$ cat src/sv/assert_macros.svh
// Assertion macros shared by the RTL files that carry checks.
// Each macro expects clk and rst_n in scope at the point of use.
`ifndef ASSERT_MACROS_SVH
`define ASSERT_MACROS_SVH

// Same-cycle implication, inactive during reset
`define ASSERT_IMPL(label, ante, cons) \
    label: assert property (@(posedge clk) disable iff (!rst_n) (ante) |-> (cons)) \
        else $error("assertion violated");

// Next-cycle implication, inactive during reset
`define ASSERT_NEXT(label, ante, cons) \
    label: assert property (@(posedge clk) disable iff (!rst_n) (ante) |=> (cons)) \
        else $error("assertion violated");

`endif

$ cat src/sv/fat12c_pkg.sv
// Shared types, constants and helper functions of the FAT12 cluster table.
// No dependencies; fat12c_if.sv, fat12c_ctrl and the top level import this package.
package fat12c_pkg;

    localparam int TABLE_BYTES = 6144;
    localparam int ROW_BYTES   = 3;
    localparam int ROWS        = TABLE_BYTES / ROW_BYTES;
    localparam int ROW_W       = 8 * ROW_BYTES;
    localparam int ROW_AW      = $clog2(ROWS);
    localparam int ENTRY_W     = 12;
    localparam int BADDR_W     = 13;
    localparam int CFG_W       = 13;

    // Byte address to row: floor(a / 3) as a multiply by (2^17 + 1) / 3
    localparam int          DIV3_SHIFT = 17;
    localparam logic [16:0] DIV3_MUL   = 17'd43691;

    localparam logic [ENTRY_W-1:0] NONE_FREE  = 12'hFF7;
    // Bytes F0 FF FF of the first entry pair, lowest byte in the low lane
    localparam logic [ROW_W-1:0]   ROW0_RESET = 24'hFFFFF0;

    typedef enum logic [1:0] {
        KIND_READ  = 2'd0,
        KIND_WRITE = 2'd1,
        KIND_FIND  = 2'd2,
        KIND_LOAD  = 2'd3
    } kind_t;

    typedef enum logic [1:0] {
        ST_CLEAR,
        ST_IDLE,
        ST_MODIFY,
        ST_SEARCH
    } state_t;

    // One access to the row memory
    typedef struct packed {
        logic              we;
        logic [ROW_AW-1:0] waddr;
        logic [ROW_W-1:0]  wdata;
        logic              re;
        logic [ROW_AW-1:0] raddr;
    } mem_req_t;

    // Row that holds a byte address (valid for any 13-bit address)
    function automatic logic [11:0] byte_row(input logic [BADDR_W-1:0] addr);
        logic [29:0] prod;
        prod = {17'b0, addr} * {13'b0, DIV3_MUL};
        return prod[DIV3_SHIFT+11:DIV3_SHIFT];
    endfunction

    // Byte lane inside the row: addr - 3 * row
    function automatic logic [1:0] byte_lane(input logic [BADDR_W-1:0] addr);
        logic [11:0] q;
        logic [13:0] three_q;
        logic [13:0] diff;
        q       = byte_row(addr);
        three_q = {2'b0, q} + {1'b0, q, 1'b0};
        diff    = {1'b0, addr} - three_q;
        return diff[1:0];
    endfunction

    // Pick the even (low) or odd (high) entry of a row
    function automatic logic [ENTRY_W-1:0] entry_of(input logic [ROW_W-1:0] row,
                                                     input logic odd);
        return odd ? row[23:12] : row[11:0];
    endfunction

endpackage

$ cat src/sv/fat12c_if.sv
// Valid/ready channel interfaces for requests and responses of the FAT12 table.
// Depends on fat12c_pkg for field widths.
interface fat12c_req_if;
    import fat12c_pkg::*;

    logic               valid;
    logic               ready;
    logic [1:0]         kind;
    logic [ENTRY_W-1:0] cluster;
    logic [ENTRY_W-1:0] new_value;
    logic [BADDR_W-1:0] byte_addr;
    logic [7:0]         byte_data;

    modport source (output valid, kind, cluster, new_value, byte_addr, byte_data,
                    input ready);
    modport sink   (input valid, kind, cluster, new_value, byte_addr, byte_data,
                    output ready);
endinterface

interface fat12c_rsp_if;
    import fat12c_pkg::*;

    logic               valid;
    logic               ready;
    logic [ENTRY_W-1:0] entry_value;
    logic               found;

    modport source (output valid, entry_value, found, input ready);
    modport sink   (input valid, entry_value, found, output ready);
endinterface

$ cat src/sv/fat12c_ctrl.sv
// Sequencer of the FAT12 table: clearing pass, row read-modify-write and free search.
// Depends on fat12c_pkg and the channel interfaces in fat12c_if.sv.
module fat12c_ctrl (
    input  logic                               clk,
    input  logic                               rst_n,
    input  logic [fat12c_pkg::CFG_W-1:0]       fat_bytes,
    fat12c_req_if.sink                         req,
    fat12c_rsp_if.source                       rsp,
    output fat12c_pkg::mem_req_t               mem_req,
    input  logic [fat12c_pkg::ROW_W-1:0]       rd_data
);
    import fat12c_pkg::*;

    state_t             state_reg, state_next;
    logic [ROW_AW-1:0]  clr_cnt_reg, clr_cnt_next;
    kind_t              kind_reg, kind_next;
    logic               odd_reg, odd_next;
    logic [1:0]         lane_reg, lane_next;
    logic               in_range_reg, in_range_next;
    logic [ENTRY_W-1:0] val_reg, val_next;
    logic [7:0]         data_reg, data_next;
    logic [12:0]        idx_reg, idx_next;
    logic               chk_valid_reg, chk_valid_next;
    logic [ENTRY_W-1:0] chk_idx_reg, chk_idx_next;
    logic               out_valid_reg, out_valid_next;
    logic [ENTRY_W-1:0] entry_value_reg, entry_value_next;
    logic               found_reg, found_next;
    logic [ROW_AW-1:0]  rmw_row_reg, rmw_row_next;

    logic               accept;
    kind_t              req_kind;
    logic [11:0]        req_row;
    logic               out_free;
    logic [CFG_W-1:0]   size_sat;
    logic [13:0]        limit;
    logic [14:0]        idx_x3;
    logic               issue_ok;
    logic               hit;
    logic               search_done;
    logic               advance;
    logic               finish;
    logic [ROW_W-1:0]   row_mod;

    // Handshake and search bookkeeping
    always_comb
    begin
        accept      = req.valid && req.ready;
        req_kind    = kind_t'(req.kind);
        req_row     = byte_row(req.byte_addr);
        out_free    = !out_valid_reg || rsp.ready;
        size_sat    = (fat_bytes > CFG_W'(TABLE_BYTES)) ? CFG_W'(TABLE_BYTES) : fat_bytes;
        limit       = {size_sat, 1'b0};
        idx_x3      = {1'b0, idx_reg, 1'b0} + {2'b0, idx_reg};
        issue_ok    = !idx_reg[12] && (idx_x3 < {1'b0, limit});
        hit         = chk_valid_reg && (entry_of(rd_data, chk_idx_reg[0]) == '0);
        search_done = hit || !issue_ok;
        advance     = (state_reg == ST_SEARCH) && !search_done;
        finish      = out_free && ((state_reg == ST_MODIFY) ||
                                   ((state_reg == ST_SEARCH) && search_done));
    end

    // Next state
    always_comb
    begin
        state_next = state_reg;
        case (state_reg)
            ST_CLEAR:
            begin
                if (clr_cnt_reg == ROW_AW'(ROWS - 1))
                begin
                    state_next = ST_IDLE;
                end
            end
            ST_IDLE:
            begin
                if (accept)
                begin
                    state_next = (req_kind == KIND_FIND) ? ST_SEARCH : ST_MODIFY;
                end
            end
            ST_MODIFY, ST_SEARCH:
            begin
                if (finish)
                begin
                    state_next = ST_IDLE;
                end
            end
            default:
            begin
                state_next = ST_IDLE;
            end
        endcase
    end

    // Merge the request into the row that was read
    always_comb
    begin
        row_mod = rd_data;
        case (kind_reg)
            KIND_WRITE:
            begin
                row_mod = odd_reg ? {val_reg, rd_data[11:0]} : {rd_data[23:12], val_reg};
            end
            KIND_LOAD:
            begin
                case (lane_reg)
                    2'd0:    row_mod = {rd_data[23:8], data_reg};
                    2'd1:    row_mod = {rd_data[23:16], data_reg, rd_data[7:0]};
                    default: row_mod = {data_reg, rd_data[15:0]};
                endcase
            end
            default:
            begin
                row_mod = rd_data;
            end
        endcase
    end

    // Outputs: ready, memory access, datapath and result
    always_comb
    begin
        req.ready        = (state_reg == ST_IDLE);
        mem_req          = '0;
        clr_cnt_next     = clr_cnt_reg;
        kind_next        = kind_reg;
        odd_next         = odd_reg;
        lane_next        = lane_reg;
        in_range_next    = in_range_reg;
        val_next         = val_reg;
        data_next        = data_reg;
        idx_next         = idx_reg;
        chk_valid_next   = chk_valid_reg;
        chk_idx_next     = chk_idx_reg;
        entry_value_next = entry_value_reg;
        found_next       = found_reg;
        rmw_row_next     = rmw_row_reg;
        out_valid_next   = out_valid_reg && !rsp.ready;

        case (state_reg)
            ST_CLEAR:
            begin
                mem_req.we    = 1'b1;
                mem_req.waddr = clr_cnt_reg;
                mem_req.wdata = (clr_cnt_reg == '0) ? ROW0_RESET : '0;
                clr_cnt_next  = clr_cnt_reg + 1'b1;
            end
            ST_IDLE:
            begin
                // Latch the request and, unless it is a free search, start the row read
                if (accept)
                begin
                    kind_next      = req_kind;
                    odd_next       = req.cluster[0];
                    lane_next      = byte_lane(req.byte_addr);
                    in_range_next  = (req.byte_addr < BADDR_W'(TABLE_BYTES));
                    val_next       = req.new_value;
                    data_next      = req.byte_data;
                    idx_next       = {1'b0, req.cluster};
                    chk_valid_next = 1'b0;
                    rmw_row_next   = (req_kind == KIND_LOAD) ? req_row[ROW_AW-1:0]
                                                             : req.cluster[ENTRY_W-1:1];
                    mem_req.re     = (req_kind != KIND_FIND);
                    mem_req.raddr  = (req_kind == KIND_LOAD) ? req_row[ROW_AW-1:0]
                                                             : req.cluster[ENTRY_W-1:1];
                end
            end
            ST_MODIFY:
            begin
                // Once the output slot is free, post the result and write back the row (write, or load in range)
                if (finish)
                begin
                    mem_req.we       = (kind_reg == KIND_WRITE) ||
                                       ((kind_reg == KIND_LOAD) && in_range_reg);
                    mem_req.waddr    = rmw_row_reg;
                    mem_req.wdata    = row_mod;
                    out_valid_next   = 1'b1;
                    found_next       = 1'b0;
                    entry_value_next = (kind_reg == KIND_READ) ? entry_of(rd_data, odd_reg)
                                                               : '0;
                end
            end
            ST_SEARCH:
            begin
                // Issue one entry per cycle, check the previous one
                if (advance)
                begin
                    mem_req.re     = 1'b1;
                    mem_req.raddr  = idx_reg[ENTRY_W-1:1];
                    chk_idx_next   = idx_reg[ENTRY_W-1:0];
                    chk_valid_next = 1'b1;
                    idx_next       = idx_reg + 1'b1;
                end
                if (finish)
                begin
                    out_valid_next   = 1'b1;
                    found_next       = hit;
                    entry_value_next = hit ? chk_idx_reg : NONE_FREE;
                end
            end
            default:
            begin
                mem_req = '0;
            end
        endcase
    end

    // Control registers
    always_ff @(posedge clk or negedge rst_n)
    begin
        if (!rst_n)
        begin
            state_reg     <= ST_CLEAR;
            clr_cnt_reg   <= '0;
            chk_valid_reg <= 1'b0;
            out_valid_reg <= 1'b0;
        end
        else
        begin
            state_reg     <= state_next;
            clr_cnt_reg   <= clr_cnt_next;
            chk_valid_reg <= chk_valid_next;
            out_valid_reg <= out_valid_next;
        end
    end

    // Payload registers
    always_ff @(posedge clk)
    begin
        kind_reg        <= kind_next;
        odd_reg         <= odd_next;
        lane_reg        <= lane_next;
        in_range_reg    <= in_range_next;
        val_reg         <= val_next;
        data_reg        <= data_next;
        idx_reg         <= idx_next;
        chk_idx_reg     <= chk_idx_next;
        entry_value_reg <= entry_value_next;
        found_reg       <= found_next;
        rmw_row_reg     <= rmw_row_next;
    end

    assign rsp.valid       = out_valid_reg;
    assign rsp.entry_value = entry_value_reg;
    assign rsp.found       = found_reg;

endmodule

$ cat src/flat_wrapper.sv
// flat-port wrapper written by rule: the top's interface ports become plain ports
module fat12c_ctrl_flat import fat12c_pkg::*;
  (clk, rst_n, fat_bytes, mem_req, rd_data, req_valid, req_kind, req_cluster, req_new_value, req_byte_addr, req_byte_data, req_ready, rsp_valid, rsp_entry_value, rsp_found, rsp_ready);
  fat12c_req_if req_i ();
  fat12c_rsp_if rsp_i ();
  input  logic clk;
  input  logic rst_n;
  input  logic [fat12c_pkg::CFG_W-1:0] fat_bytes;
  output fat12c_pkg::mem_req_t mem_req;
  input  logic [fat12c_pkg::ROW_W-1:0] rd_data;
  input wire logic [$bits(req_i.valid)-1:0] req_valid;
  input wire logic [$bits(req_i.kind)-1:0] req_kind;
  input wire logic [$bits(req_i.cluster)-1:0] req_cluster;
  input wire logic [$bits(req_i.new_value)-1:0] req_new_value;
  input wire logic [$bits(req_i.byte_addr)-1:0] req_byte_addr;
  input wire logic [$bits(req_i.byte_data)-1:0] req_byte_data;
  output wire logic [$bits(req_i.ready)-1:0] req_ready;
  output wire logic [$bits(rsp_i.valid)-1:0] rsp_valid;
  output wire logic [$bits(rsp_i.entry_value)-1:0] rsp_entry_value;
  output wire logic [$bits(rsp_i.found)-1:0] rsp_found;
  input wire logic [$bits(rsp_i.ready)-1:0] rsp_ready;
  assign req_i.valid = req_valid;
  assign req_i.kind = req_kind;
  assign req_i.cluster = req_cluster;
  assign req_i.new_value = req_new_value;
  assign req_i.byte_addr = req_byte_addr;
  assign req_i.byte_data = req_byte_data;
  assign req_ready = req_i.ready;
  assign rsp_valid = rsp_i.valid;
  assign rsp_entry_value = rsp_i.entry_value;
  assign rsp_found = rsp_i.found;
  assign rsp_i.ready = rsp_ready;
  fat12c_ctrl u_core (.clk(clk), .rst_n(rst_n), .fat_bytes(fat_bytes), .req(req_i), .rsp(rsp_i), .mem_req(mem_req), .rd_data(rd_data));
endmodule
$ cat config.mk
export PLATFORM = sky130hd
export DESIGN_NAME = fat12c_ctrl_flat
export DESIGN_NICKNAME = d
export VERILOG_FILES = /design/src/sv/assert_macros.svh /design/src/sv/fat12c_pkg.sv /design/src/sv/fat12c_if.sv /design/src/sv/fat12c_ctrl.sv /design/src/flat_wrapper.sv
export SDC_FILE = /design/constraint.sdc
export NUM_CORES = 1
export LEC_CHECK = 0
export ABC_AREA = 1
export BUFFER_PORTS_ARGS = -buffer_cell sky130_fd_sc_hd__buf_2
export CAP_MARGIN = 20
export CELL_PAD_IN_SITES_DETAIL_PLACEMENT = 0
export CELL_PAD_IN_SITES_GLOBAL_PLACEMENT = 1
export CORE_ASPECT_RATIO = 1.2
export CORE_UTILIZATION = 47
export DETAILED_ROUTE_END_ITERATION = 12
export PLACE_DENSITY_LB_ADDON = 0.1
export SYNTH_ARGS = -nofsm -noshare
export SYNTH_HDL_FRONTEND = slang
export SYNTH_SLANG_ARGS = --single-unit
$ cat constraint.sdc
create_clock -name clk -period 9.13 [get_ports clk]
set_input_delay 0 -clock clk [delete_from_list [all_inputs] [get_ports clk]]
set_output_delay 0 -clock clk [all_outputs]
set_load 0.02 [all_outputs]
Word-level counts from Yosys, hierarchy flattened
Index checks and enable logic that the tools add are counted.
Word-level totals
  register bits: 90
  input port bits: 88
  output and inout port bits: 63
  logic and storage cells: 104
Cells by class
  $add $sub $neg: 5
  $mul: 1
  magnitude comparators: 3
  eq/ne operators: 16
  muxes and demuxes: 34
  reductions and logical operators: 30
Operators with widths (number)
  $mux 12: 8
  $pmux 24 s2: 2
  $pmux 36 s2: 1
  $mux 24: 2
  $pmux 12 s2: 2
  $mux 13: 3
  $mux 36: 1
  $mul 13x16->28 const B: 1
  $pmux 13 s2: 1
  $add 14x13->15: 1
  $lt 15x14->1: 1
  $add 13x1->13 const B: 1
  $gt 13x13->1 const B: 1
  $lt 13x13->1 const B: 1
  $logic_not 12->1: 1
  $add 11x1->11 const B: 1
  $eq 11x11->1 const B: 1
  $logic_not 11->1: 1
  $mux 11: 1
  $eq 2x2->1 const B: 5
  $ne 2x1->1 const B: 5
  $reduce_and 3->1: 3
  $logic_and 1x1->1: 8
  $mux 1: 7
  13 further kinds: 30

Longest topological paths before layout
  depth in word-level cells: 11
  mapped depth: 27
  gate-level depth less buffers: 27

Least setup slack after synthesis
Ideal clock, no wire load.
  path kind: input -> register
  start: input req_byte_addr[7]
  end: register u_core.lane_reg[1] (data pin)
  setup time: 0.265 ns
  arrival time: 4.747 ns
  required time: 8.865 ns
  path slack: 4.118 ns
  stages on the path: 25
  path buffers: 0
  cells stage by stage: ha_1 -> fa_1 -> inv_1 -> fa_1 -> inv_1 -> fa_1 -> fa_1 -> ha_1 -> nand2_1 -> nand2_1 -> inv_2 -> o21ai_1 -> o21bai_2 -> a21oi_1 -> or2_4 -> nand2_4 -> ha_1 -> inv_1 -> ha_1 -> nor2_1 -> xor2_1 -> inv_1 -> nand2_1 -> nand2_1 -> xor2_1
On the way
  longest elaborated chain between the ends: 3
Ends and longest elaborated chain
  from (decl): line flat_wrapper.sv:15  | input wire logic [$bits(req_i.byte_addr)-1:0] req_byte_addr;
  $mul 13x16->28
  $add 2x2->2: line fat12c_pkg.sv:58  | three_q = {2'b0, q} + {1'b0, q, 1'b0};
  $sub 2x2->2: line fat12c_pkg.sv:59  | diff = {1'b0, addr} - three_q;
  to (signal assigned): line fat12c_ctrl.sv:231  | lane_reg <= lane_next;
  to (decl): line fat12c_ctrl.sv:18  | logic [1:0] lane_reg, lane_next;
Every way passes these cells.
A chain may end at the register's enable or synchronous reset.

Worst setup path in the final report
Ends and elaborated chain as after synthesis.

==> results.yml <==
floorplan:
  die_h_um: 156
  start_util: 0.480
  io_pins: 151
  fp.dieArea_um2: 20500
  core_um2: 19500
  rows: 56
  die_x_um: 131
detailed_routing:
  via_per_inst: 5.23
  drc_errors: 0
  first_iter_violations: 490
  wl_per_cell_um: 17.5
  drtPass1Iterations: 5
  antenna_left: 0
  wirelength_um: 27900
  via_count: 8359
finish:
  finish.utilization: 0.561
  n_antenna_cell: 0
  finalNetCount: 1576
  stdcell_count: 1599
  largest_reg_flops: 13
  fin_area_um2: 10900
  syn2layout_area_growth_pct: 16.9
  drive_gt1_frac: 0.159
sta:
  final_max_slew_viol_count: 0
  fin_crit_ns: 5.13
  fin_crit_sh: 0.562
  finalHoldViolations: 0
  finClkSkew_ns: 0.00999
  grt_setup_unrepaired: "false"
  relSlewSlack: 0.375
  worst_pin_slew_ns: 0.935
  fmaxAchievable_mhz: 195
  timing.setup.tns_ns: 0
  setup_viol: 0
placement:
  numPortBuffers: 150
  hpwl_um: 23200
  placed_cell_area_um2: 10300
  dp_cells: 1554
  gp_congestion: 0.975
clock_network:
  clock_latency_ns: 0.34
  ctsResizeCount: 0
  cts_buffer_depth: 2
  cts.htree.levels: 3
  cts.sinks: 90
  clk_pin_slew_worst_paths_ns: 0.06
  cts_buffers: 9
  root_buffer: "clkbuf_16"
  cts_tree: "done"
power:
  powerDensity_nw_per_um2: 353
  peakVddDrop_mv: 0.197
  leakage_nw: 5.44
yosys:
  synth_common_cells: "226 x nand2_1, 201 x inv_1, 105 x ha_1"
  synth_top_area_frac: 0.241
  synth_seq_cells: 90
  yosysUniqueCellTypes: 58
  synth_area_leader_cell: "edfxtp_1"
  synth_edf_count: 75
  syn_nets: 1406
  synthArstFlopShare: 0.167
  syn_area_per_cell_um2: 8.03
  synthCells: 1163
  yosysMostFrequentCell: "nand2_1"
  ys_warn_count: 0
  ys.flop_type: "edfxtp_1"
  syn-cell-area_um2: 9340
  yosysSeqAreaShare: 0.281
  synthTopCellsByArea: "edfxtp_1 24%, ha_1 14%, fa_1 11%, nand2_1 9.1%, inv_1 8.1%"
run:
  cap_violations: 0
critical_path:
  crit_required_ns: 9.20
  r2r-start: "u_core.idx_reg[0]$_DFFE_PP_"
  cp-start-kind: "input pin"
  cp.arrival_ns: 5.21
  cp_max_fo: 4
  critPathLaunch: "req_byte_addr[7]"
  path_class: "in2reg"
  crit_path_end_kind: "flop"
  reg2regPathDepth: 19
global_routing:
  grt_usage: 0.280
  grt_max_degree: 49
  grt_overflow: 0
  grt_pass1_wl_um: 42600
  grt_pass1_vias: 8181
  grt_antenna_before_repair: 0
min_path:
  hold_path_class: "in2reg"
  hold_start: "req_cluster[3]"
  whs_path_depth: 3
status:
  status: "finished, final reports clean"
[through the flow]
step | hold WS (ns) | power (mW) | setup WS [ns]
finish | 0.00983 | 3.86 | 4.00
global route | 0.00456 | 4.27 | 3.62
CTS | 0.000711 | 3.87 | 3.97
detailed placement | -0.0598 | 3.48 | 3.62
global placement | -0.0577 | 3.46 | 3.67
floorplan | -0.296 | 2.77 | 4.12
[final cells by class]
type / instances / area [um2]
Timing Repair Buffer: 180 / 1050
Tap cell: 261 / 327
Fill cell: 1923 / 8550
Inverter: 215 / 810
Sequential cell: 90 / 2630
Clock inverter: 3 / 40.0
Multi-Input combinational cell: 837 / 5820
Clock buffer: 13 / 250
[layer usage]
layer  track usage  share of wire  up-vias
met5             0              0        -
met1         0.327           0.40     3847
met2         0.510           0.51      286
li1              -              -     4168
met4         0.137          0.047        0
met3        0.0219          0.046       58
[path summary, 6_finish.rpt]
path	end	slack [ns]
max	u_core.lane_reg[1]$_DFFE_PP_	4.00
min	u_core.idx_reg[3]$_DFFE_PP_	0.01
max reg2reg	u_core.rsp.entry_value[8]$_DFFE_PP_	4.68
min reg2reg	u_core.chk_valid_reg$_DFFE_PN0P_	0.49
max in group asynchronous	u_core.rsp.valid$_DFF_PN0_	8.72
min in group asynchronous	u_core.clr_cnt_reg[10]$_DFFE_PN0P_	0.12
[critical path, stage by stage]
cell	delay [ns]
buf_2	0.12
ha_1	0.34
fa_1	0.60
inv_1	0.09
fa_1	0.59
inv_1	0.11
fa_1	0.51
fa_1	0.49
ha_1	0.36
nand2_1	0.08
nand2_1	0.05
inv_2	0.05
o21ai_1	0.06
o21bai_2	0.20
a21oi_1	0.21
or2_4	0.18
nand2_4	0.05
ha_1	0.29
inv_1	0.04
ha_1	0.17
nor2_1	0.12
xor2_1	0.19
inv_1	0.05
nand2_1	0.06
nand2_1	0.05
xor2_1	0.14
[where the power goes]
| group | internal (mW) | leakage (nW) | switching (mW) |
|---|---|---|---|
| clock network | 0.219 | 0.144 | 0.150 |
| logic | 0.965 | 4.41 | 1.77 |
| registers | 0.639 | 0.889 | 0.114 |
| total | 1.82 | 5.44 | 2.03 |
[layout by cell type, fill, tap and decap left out, types with 3 or more instances in the layout]
cell type	n
nand2_1	226
inv_1	201
buf_2	150
ha_1	105
nor2_1	90
o21ai_0	81
edfxtp_1	75
a21oi_1	72
fa_1	50
nand3_1	39
dlygate4sd3_1	29
xor2_1	27
o21ai_1	16
dfrtp_1	15
nand4_1	12
xnor2_1	10
inv_2	9
nor3_1	9
clkbuf_16	9
o211ai_1	8
nand2_2	6
nor2_2	6
o221ai_1	5
o2111ai_1	5
o21a_1	5
o31ai_1	5
clkinv_1	4
nand3b_1	4
nor2_4	4
a31oi_1	4
o21bai_1	4
a21o_1	4
o22ai_1	4
nand2_4	3
o21bai_2	3
clkbuf_1	3
[what timing repair did]
action / in CTS / in global routing
endpoints found under the hold margin: 44 / 0
buffers inserted: 0 / 0
hold buffers: 29 / 0
[cell families (layout without fill, tap and decap cells)]
family	after synthesis	count (layout)	share of synthesized area
and+or+nand+nor	415	415	0.197
buffers and inverters	236	411	0.0964
AOI/OAI and AO/OA	230	230	0.143
adders and majority gates	155	155	0.248
DFF	90	90	0.281
xor gates and xnor gates	37	37	0.0347
(Power assumes the default switching activity.)
